[src/rtl/core/wfu_pkg.sv]
package wfu_pkg;

	typedef enum logic [5:0] {
		PH_HDR0    = 6'b000001,
		PH_HDR1    = 6'b000010,
		PH_EXTLEN  = 6'b000100,
		PH_KEY     = 6'b001000,
		PH_PAYLOAD = 6'b010000,
		PH_HALT    = 6'b100000
	} phase_t;

	// one decoded payload beat, key byte already selected
	typedef struct packed {
		logic [7:0] data;
		logic [7:0] key;
		logic       last;
		logic       trunc;
	} beat_t;

	localparam int QDEPTH = 4;
	localparam int QAW    = 2;

	localparam logic [3:0] OPCODE_RESET = 4'h2;
	localparam logic [3:0] OPCODE_MASK  = 4'hF;
	localparam logic [6:0] LEN_EXT16    = 7'd126;
	localparam logic [6:0] LEN_EXT64    = 7'd127;
	localparam logic [3:0] EXT16_BYTES  = 4'd2;
	localparam logic [3:0] EXT64_BYTES  = 4'd8;
	localparam logic [3:0] KEY_BYTES    = 4'd4;

endpackage

[src/rtl/core/wfu_queue.sv]
module wfu_queue import wfu_pkg::*; (
	input  logic  clk,
	input  logic  arst_n,
	input  logic  push,
	input  beat_t push_beat,
	output logic  full,
	input  logic  pop,
	output beat_t pop_beat,
	output logic  not_empty
);

	beat_t            mem_q [QDEPTH];
	logic [QAW-1:0]   wr_ptr_q;
	logic [QAW-1:0]   rd_ptr_q;
	logic [QAW:0]     count_q;

	logic do_push;
	logic do_pop;

	assign full      = (count_q == (QAW+1)'(QDEPTH));
	assign not_empty = (count_q != '0);
	assign do_push   = push && !full;
	assign do_pop    = pop && not_empty;
	assign pop_beat  = mem_q[rd_ptr_q];

	always_ff @(posedge clk) begin
		if (do_push) begin
			mem_q[wr_ptr_q] <= push_beat;
		end
	end

	always_ff @(posedge clk or negedge arst_n) begin
		if (!arst_n) begin
			wr_ptr_q <= '0;
			rd_ptr_q <= '0;
			count_q  <= '0;
		end else begin
			if (do_push) begin
				wr_ptr_q <= wr_ptr_q + 1'b1;
			end
			if (do_pop) begin
				rd_ptr_q <= rd_ptr_q + 1'b1;
			end
			unique case ({do_push, do_pop})
				2'b10:   count_q <= count_q + 1'b1;
				2'b01:   count_q <= count_q - 1'b1;
				default: count_q <= count_q;
			endcase
		end
	end

endmodule

[src/rtl/core/wfu_front.sv]
module wfu_front import wfu_pkg::*; #(
	parameter int MAX_BUFFER_BYTES = 512
) (
	input  logic       clk,
	input  logic       arst_n,
	input  logic       opcode_we,
	input  logic [3:0] opcode_wdata,
	input  logic       in_valid,
	input  logic [7:0] data_byte,
	input  logic       buffer_end,
	output logic       beat_valid,
	output beat_t      beat
);

	localparam int PW = $clog2(MAX_BUFFER_BYTES + 1);
	localparam logic [PW-1:0] POS_LAST = PW'(MAX_BUFFER_BYTES - 1);

	logic [3:0]    opcode_q;
	phase_t        phase_q, phase_d;
	logic [PW-1:0] pos_q, pos_d;
	logic [3:0]    hdr_q, hdr_d;
	logic          masked_q, masked_d;
	logic [63:0]   len_q, len_d;
	logic [31:0]   key_q, key_d;
	logic [1:0]    kidx_q, kidx_d;

	logic        last;
	logic        len_done;
	logic [3:0]  hdr_dec;
	logic [63:0] len_dec;
	logic [7:0]  key_byte;

	assign last     = buffer_end || (pos_q == POS_LAST);
	assign hdr_dec  = hdr_q - 4'd1;
	assign len_dec  = len_q - 64'd1;
	// key byte 0 sits in the top byte
	assign key_byte = masked_q ? key_q[{~kidx_q, 3'b000} +: 8] : 8'h00;

	always_comb begin
		phase_d    = phase_q;
		pos_d      = pos_q;
		hdr_d      = hdr_q;
		masked_d   = masked_q;
		len_d      = len_q;
		key_d      = key_q;
		kidx_d     = kidx_q;
		len_done   = 1'b0;
		beat_valid = 1'b0;
		beat.data  = data_byte;
		beat.key   = key_byte;
		beat.last  = (len_dec == '0) || last;
		beat.trunc = (len_dec != '0) && last;

		if (in_valid) begin
			if (phase_q == PH_HALT) begin
				if (buffer_end) begin
					phase_d  = PH_HDR0;
					pos_d    = '0;
					hdr_d    = '0;
					masked_d = 1'b0;
					len_d    = '0;
					key_d    = '0;
					kidx_d   = '0;
				end
			end else begin
				pos_d = pos_q + 1'b1;
				unique case (phase_q)
					PH_HDR0: begin
						phase_d = ((data_byte[3:0] & OPCODE_MASK) == opcode_q) ? PH_HDR1
							: PH_HALT;
					end
					PH_HDR1: begin
						masked_d = data_byte[7];
						len_d    = '0;
						if (data_byte[6:0] == LEN_EXT16) begin
							hdr_d   = EXT16_BYTES;
							phase_d = PH_EXTLEN;
						end else if (data_byte[6:0] == LEN_EXT64) begin
							hdr_d   = EXT64_BYTES;
							phase_d = PH_EXTLEN;
						end else begin
							len_d    = 64'(data_byte[6:0]);
							len_done = 1'b1;
						end
					end
					PH_EXTLEN: begin
						len_d = {len_q[55:0], data_byte};
						hdr_d = hdr_dec;
						if (hdr_dec == '0) begin
							len_done = 1'b1;
						end
					end
					PH_KEY: begin
						key_d = {key_q[23:0], data_byte};
						hdr_d = hdr_dec;
						if (hdr_dec == '0) begin
							phase_d = (len_q == '0) ? PH_HDR0 : PH_PAYLOAD;
						end
					end
					PH_PAYLOAD: begin
						beat_valid = 1'b1;
						kidx_d     = kidx_q + 1'b1;
						len_d      = len_dec;
						if (len_dec == '0) begin
							phase_d = PH_HDR0;
						end
					end
					default: phase_d = PH_HALT;
				endcase

				if (len_done) begin
					kidx_d = '0;
					if (masked_d) begin
						hdr_d   = KEY_BYTES;
						key_d   = '0;
						phase_d = PH_KEY;
					end else begin
						phase_d = (len_d == '0) ? PH_HDR0 : PH_PAYLOAD;
					end
				end

				// end of buffer or cap: rearm, or ignore up to the real end
				if (last) begin
					if (buffer_end) begin
						phase_d  = PH_HDR0;
						pos_d    = '0;
						hdr_d    = '0;
						masked_d = 1'b0;
						len_d    = '0;
						key_d    = '0;
						kidx_d   = '0;
					end else begin
						phase_d = PH_HALT;
					end
				end
			end
		end
	end

	always_ff @(posedge clk or negedge arst_n) begin
		if (!arst_n) begin
			opcode_q <= OPCODE_RESET;
			phase_q  <= PH_HDR0;
			pos_q    <= '0;
			hdr_q    <= '0;
			masked_q <= 1'b0;
			len_q    <= '0;
			key_q    <= '0;
			kidx_q   <= '0;
		end else begin
			if (opcode_we) begin
				opcode_q <= opcode_wdata & OPCODE_MASK;
			end
			phase_q  <= phase_d;
			pos_q    <= pos_d;
			hdr_q    <= hdr_d;
			masked_q <= masked_d;
			len_q    <= len_d;
			key_q    <= key_d;
			kidx_q   <= kidx_d;
		end
	end

endmodule

[src/rtl/core/wfu_back.sv]
module wfu_back import wfu_pkg::*; (
	input  logic       clk,
	input  logic       arst_n,
	input  logic       q_valid,
	input  beat_t      q_beat,
	output logic       q_pop,
	output logic       empty,
	input  logic       pop,
	output logic [7:0] payload_byte,
	output logic       frame_last,
	output logic       truncated
);

	logic       valid_q;
	logic [7:0] byte_q;
	logic       last_q;
	logic       trunc_q;

	logic pop_ok;

	assign pop_ok = pop && valid_q;
	assign q_pop  = q_valid && (!valid_q || pop_ok);

	assign empty        = !valid_q;
	assign payload_byte = byte_q;
	assign frame_last   = last_q;
	assign truncated    = trunc_q;

	always_ff @(posedge clk or negedge arst_n) begin
		if (!arst_n) begin
			valid_q <= 1'b0;
		end else if (q_pop) begin
			valid_q <= 1'b1;
		end else if (pop_ok) begin
			valid_q <= 1'b0;
		end
	end

	always_ff @(posedge clk) begin
		if (q_pop) begin
			byte_q  <= q_beat.data ^ q_beat.key;
			last_q  <= q_beat.last;
			trunc_q <= q_beat.trunc;
		end
	end

endmodule

[src/rtl/core/websocket_frame_unmasker.sv]
// WebSocket frame deframer and unmasker. Takes one captured buffer a byte per
// beat (buffer_end on its last byte), parses back-to-back frame headers and
// returns each payload byte, XORed with the rotating masking key when the frame
// is masked. frame_last marks the last available payload byte of a frame;
// truncated also marks it when the buffer ends first. A frame whose opcode
// differs from accepted_opcode (reset 2) stops the buffer until buffer_end;
// bytes beyond MAX_BUFFER_BYTES are dropped. Header bytes give no result.
// Throughput is one byte per cycle while full is low: the header parser handles
// each byte as it is accepted, including the 64-bit length countdown. A payload
// byte is written into the queue when accepted and moves on to the result
// ports once the output register is free. full rises only when a four-beat
// queue and the output register hold results nobody has popped.
// Write accepted_opcode only while the block is idle.
module websocket_frame_unmasker import wfu_pkg::*; #(
	parameter int MAX_BUFFER_BYTES = 512
) (
	input  logic       clk,
	input  logic       arst_n,
	input  logic       accepted_opcode_we,
	input  logic [3:0] accepted_opcode,
	input  logic       push,
	output logic       full,
	input  logic [7:0] data_byte,
	input  logic       buffer_end,
	output logic       empty,
	input  logic       pop,
	output logic [7:0] payload_byte,
	output logic       frame_last,
	output logic       truncated
);

	logic  in_valid;
	logic  beat_valid;
	beat_t beat;
	logic  q_full;
	logic  q_valid;
	logic  q_pop;
	beat_t q_beat;

	assign full     = q_full;
	assign in_valid = push && !q_full;

	wfu_front #(
		.MAX_BUFFER_BYTES(MAX_BUFFER_BYTES)
	) u_front (
		.clk         (clk),
		.arst_n      (arst_n),
		.opcode_we   (accepted_opcode_we),
		.opcode_wdata(accepted_opcode),
		.in_valid    (in_valid),
		.data_byte   (data_byte),
		.buffer_end  (buffer_end),
		.beat_valid  (beat_valid),
		.beat        (beat)
	);

	wfu_queue u_queue (
		.clk      (clk),
		.arst_n   (arst_n),
		.push     (beat_valid),
		.push_beat(beat),
		.full     (q_full),
		.pop      (q_pop),
		.pop_beat (q_beat),
		.not_empty(q_valid)
	);

	wfu_back u_back (
		.clk         (clk),
		.arst_n      (arst_n),
		.q_valid     (q_valid),
		.q_beat      (q_beat),
		.q_pop       (q_pop),
		.empty       (empty),
		.pop         (pop),
		.payload_byte(payload_byte),
		.frame_last  (frame_last),
		.truncated   (truncated)
	);

endmodule

[config.mk]
export PLATFORM = sky130hd
export DESIGN_NAME = websocket_frame_unmasker
export DESIGN_NICKNAME = d
export VERILOG_FILES = /design/src/rtl/core/wfu_pkg.sv /design/src/rtl/core/wfu_queue.sv /design/src/rtl/core/wfu_front.sv /design/src/rtl/core/wfu_back.sv /design/src/rtl/core/websocket_frame_unmasker.sv
export SDC_FILE = /design/constraint.sdc
export NUM_CORES = 1
export LEC_CHECK = 0
export ABC_AREA = 1
export BUFFER_PORTS_ARGS = -buffer_cell sky130_fd_sc_hd__buf_2
export CAP_MARGIN = 25
export CORE_AREA = 8 8 202 204
export DETAILED_ROUTE_END_ITERATION = 8
export DIE_AREA = 0 0 210 212
export PLACE_DENSITY = 0.51
export SLEW_MARGIN = 30
export SYNTH_ARGS = -nofsm -noshare
export SYNTH_HDL_FRONTEND = slang
export SYNTH_SLANG_ARGS = --single-unit
[constraint.sdc]
create_clock -name clk -period 3.1 [get_ports clk]
set_input_delay 0.775 -clock clk [delete_from_list [all_inputs] [get_ports clk]]
set_output_delay 0.775 -clock clk [all_outputs]
set_load 0.1 [all_outputs]
==> reports/results.tsv <==
stage	metric	value	unit
run_status	status	complete, no violations	
placement	placed_area	14200	sq um
setup_path	cpPeakStageDelay	0.42	ns
sta	final_period_minus_worst_setup_slack	2.90	ns
cells_and_area	syn_to_final_growth	17.3	%
power_and_ir_drop	vdd_drop_max	408	uV
sta	hold_viol	0	
sta	period_share	0.936	
cts	cts_buffers	27	
sta	clock.fmax	0.344	GHz
cells_and_area	nFillCells	3949	
die	initial_core_util	0.342	
cells_and_area	design_area	15200	sq um
setup_path	critPathTopFamily	simple AND/OR/NAND/NOR gates	
yosys	synth_top_family_by_area	simple AND/OR/NAND/NOR gates	
setup_path	worstSetupPathType	reg2reg	
global_routing	grt_overflow	0	
placement	dp_hpwl	31200	um
yosys	synth-seq-cells	213	
yosys	synth_edf_count	82	
yosys	mappedNetlistArea	13000	sq um
setup_path	critPathArrivalTime	3.40	ns
global_routing	grt_pass1_vias	12100	
routing	postRouteAntennaNets	0	
die	die_h	212	um
yosys	ys.flop_type	dfrtp_1	
cells_and_area	fin_nets	1884	
yosys	synth.area.top_cells	dfrtp_1, edfxtp_1, nand2_1	
die	design.die.area	44500	sq um
setup_path	start_kind	flop	
setup_path	cp.buffers_inverters	2	
global_routing	grt_use_total	0.196	
placement	dp_cells	2337	
cells_and_area	drive_gt1_frac	0.128	
yosys	yosys_warnings	0	
setup_path	crit_chain	inv_2 -> ha_4 -> nand2_2 -> inv_1 -> nand2_1 -> nor3_1 -> nand3_1 -> nand2_1 -> nand2_1 -> nor2_1 -> nand2_1 -> nor2_4 -> nand3_1 -> nand2_1 -> nand2_2 -> nand2_2 -> nand2_4 -> nor2_4 -> nand2_1 -> nand2_1	
routing	routed_via_density	5.16	
yosys	syn_avg_cell_area	7.31	sq um
global_routing	grt_pass1_wl	69200	um
yosys	synthAdderAreaFrac	0.0112	
die	die-width	210	um
die	io_pins	30	
yosys	synth_xor_area_frac	0.0135	
sta	fin_skew	0.0210	ns
cts	clock_latency	0.57	ns
hold_path	hold_path.class	in2async	
placement	gp_congestion	0.913	
setup_path	worst_path_max_delay_cell	dfrtp_1	
sta	final-max-slew-violation-count	0	
power_and_ir_drop	power.density	641	nW/um^2
setup_path	critPathRequiredTime	3.59	ns
power_and_ir_drop	cellLeakagePower	7.22	nW
cts	cts-root-buf	clkbuf_16	
die	core_area	37900	sq um
yosys	yosys.area.top_type	dfrtp_1	
routing	drtIter0Drc	991	
flow_run	maxCapViolCount	0	
sta	tns	0	ns
cts	cts_tree	done	
cells_and_area	postLayoutCoreUtil	0.401	
routing	drc_errors	0	
routing	wl_per_cell	18.2	um
global_routing	antenna_found_initial	0	
setup_path	endpoint_kind	flop	
yosys	netlist_top_cells_count	nand2_1, nor2_1, inv_1	
yosys	synth_cells	1774	
sta	maxSlewHeadroom	0.443	
global_routing	grt_max_degree	75	
cts	max-clock-path-buffers	3	
yosys	yosys.area_share.simple	0.311	
cells_and_area	antennaDiodeCount	0	
sta	tightestPinTransition	0.830	ns
placement	port_buffers	29	
yosys	yosysTopAreaCellShare	0.249	
cts	htree_levels	1	
setup_path	cp_max_fo	5	
cells_and_area	final_cells	2394	
setup_path	cp_common_cell	nand2_1	
sta	setup_viol	0	
cts	clock_sinks	213	
yosys	synth_compound_area_frac	0.134	
routing	vias	12400	
yosys	synthMuxAreaShare	0.00810	
yosys	async_reset_ff_frac	0.615	
cts	clkSlewWorstSetupHoldPaths	0.06	ns
yosys	synth.distinct_cells	47	
yosys	syn_nets	1803	
yosys	synth.most_common_cell	nand2_1	
routing	totalWireLength	43600	um
die	core.rowCount	72	
routing	firstDrtPassIters	5	
yosys	synth_seq_area_share	0.443	
## through the flow
step                hold slack (ns)  setup slack, ns  power (W)
finish                        0.233            0.197    0.00976
global route                  0.257         -0.00188     0.0103
CTS                           0.226           0.0223    0.00980
detailed placement            0.474           -0.106    0.00668
global placement              0.463          -0.0745    0.00666
floorplan                     0.446            0.347    0.00563
## routing by layer
layer | up-vias | GRT usage | routed length (um)
li1 | 6009 | - | -
met1 | 5894 | 0.265 | 19800
met2 | 377 | 0.317 | 19800
met3 | 77 | 0.0321 | 2700
met4 | 0 | 0.0654 | 1270
met5 | - | 0 | 0
## registers in the layout, indices dropped and copies added, names as in the netlist, 3 cells and up
| signal | count |
|---|---|
| u_queue.mem_q | 72 |
| u_front.len_q | 64 |
| u_front.key_q | 32 |
| u_front.pos_q | 10 |
| u_back.payload_byte | 8 |
| u_front.phase_q | 6 |
| u_front.hdr_q | 4 |
| u_front.opcode_q | 4 |
| u_queue.count_q | 3 |
## worst paths after layout
path | startpoint | to | slack [ns] | cells after the start
setup / recovery | u_front.len_q[0]$_DFFE_PN0P_ | u_front.phase_q[5]$_DFFE_PN0P_ | 0.20 | 20
hold / removal | arst_n | u_front.len_q[21]$_DFFE_PN0P_ | 0.23 | 1
setup reg to reg | u_front.len_q[0]$_DFFE_PN0P_ | u_front.phase_q[5]$_DFFE_PN0P_ | 0.20 | 20
hold reg to reg | u_queue.count_q[0]$_DFFE_PN0P_ | u_queue.count_q[0]$_DFFE_PN0P_ | 0.48 | 1
max in group asynchronous | arst_n | u_front.opcode_q[1]$_DFFE_PN1P_ | 2.13 | 2
min in group clk | accepted_opcode[2] | u_front.opcode_q[2]$_DFFE_PN0P_ | 0.45 | 2
## kinds of logic (layout without fill, tap and decap cells)
group	count (synthesis)	count (layout)
XOR/XNOR	20	20
AO/OA/AOI/OAI	293	293
AND/OR/NAND/NOR	960	960
adder cells (fa/ha/maj)	11	11
flip-flops	213	213
multiplexers	10	10
buffers and inverters	267	369
## area by class of cell
class | instances | area [sq um] | share of cell area
clock buffers | 34 | 712 | 0.0468
clock inverters | 16 | 145 | 0.00954
inverters | 207 | 777 | 0.0511
multi-input cells | 1294 | 6330 | 0.416
flip-flops and latches | 213 | 5740 | 0.378
well taps | 518 | 648 | 0.0426
repair buffers | 112 | 860 | 0.0565
## worst register-to-register path, cell delays in order (launching register included)
cell and delay [ns]:
dfrtp_1 0.42, inv_2 0.13, ha_4 0.18, nand2_2 0.12
inv_1 0.15, nand2_1 0.13, nor3_1 0.38, nand3_1 0.17
nand2_1 0.12, nand2_1 0.06, nor2_1 0.08, nand2_1 0.09
nor2_4 0.13, nand3_1 0.11, nand2_1 0.09, nand2_2 0.08
nand2_2 0.11, nand2_4 0.08, nor2_4 0.11, nand2_1 0.05
nand2_1 0.05
## where the power goes
group / switching [W] / internal, W
registers: 0.0000814 / 0.00316
clock network: 0.00135 / 0.00173
logic: 0.00254 / 0.000895
## cell usage in the layout (no fill, tap or decap), types with 27 or more instances in the layout
master / n
nand2_1: 469
nor2_1: 271
inv_1: 197
dfrtp_1: 128
nand3_1: 124
o21ai_0: 99
o22ai_1: 87
edfxtp_1: 82
buf_4: 75
a21oi_1: 37
a22oi_1: 32
nor2_2: 30
buf_2: 28
clkbuf_16: 27
## what timing repair did
item,in CTS,in global routing
resized for setup,2,34
setup buffers,0,7
hold buffers,0,0
setup endpoints to repair,6,6
pin swaps,0,5
Power figures use the tool's default switching activity.
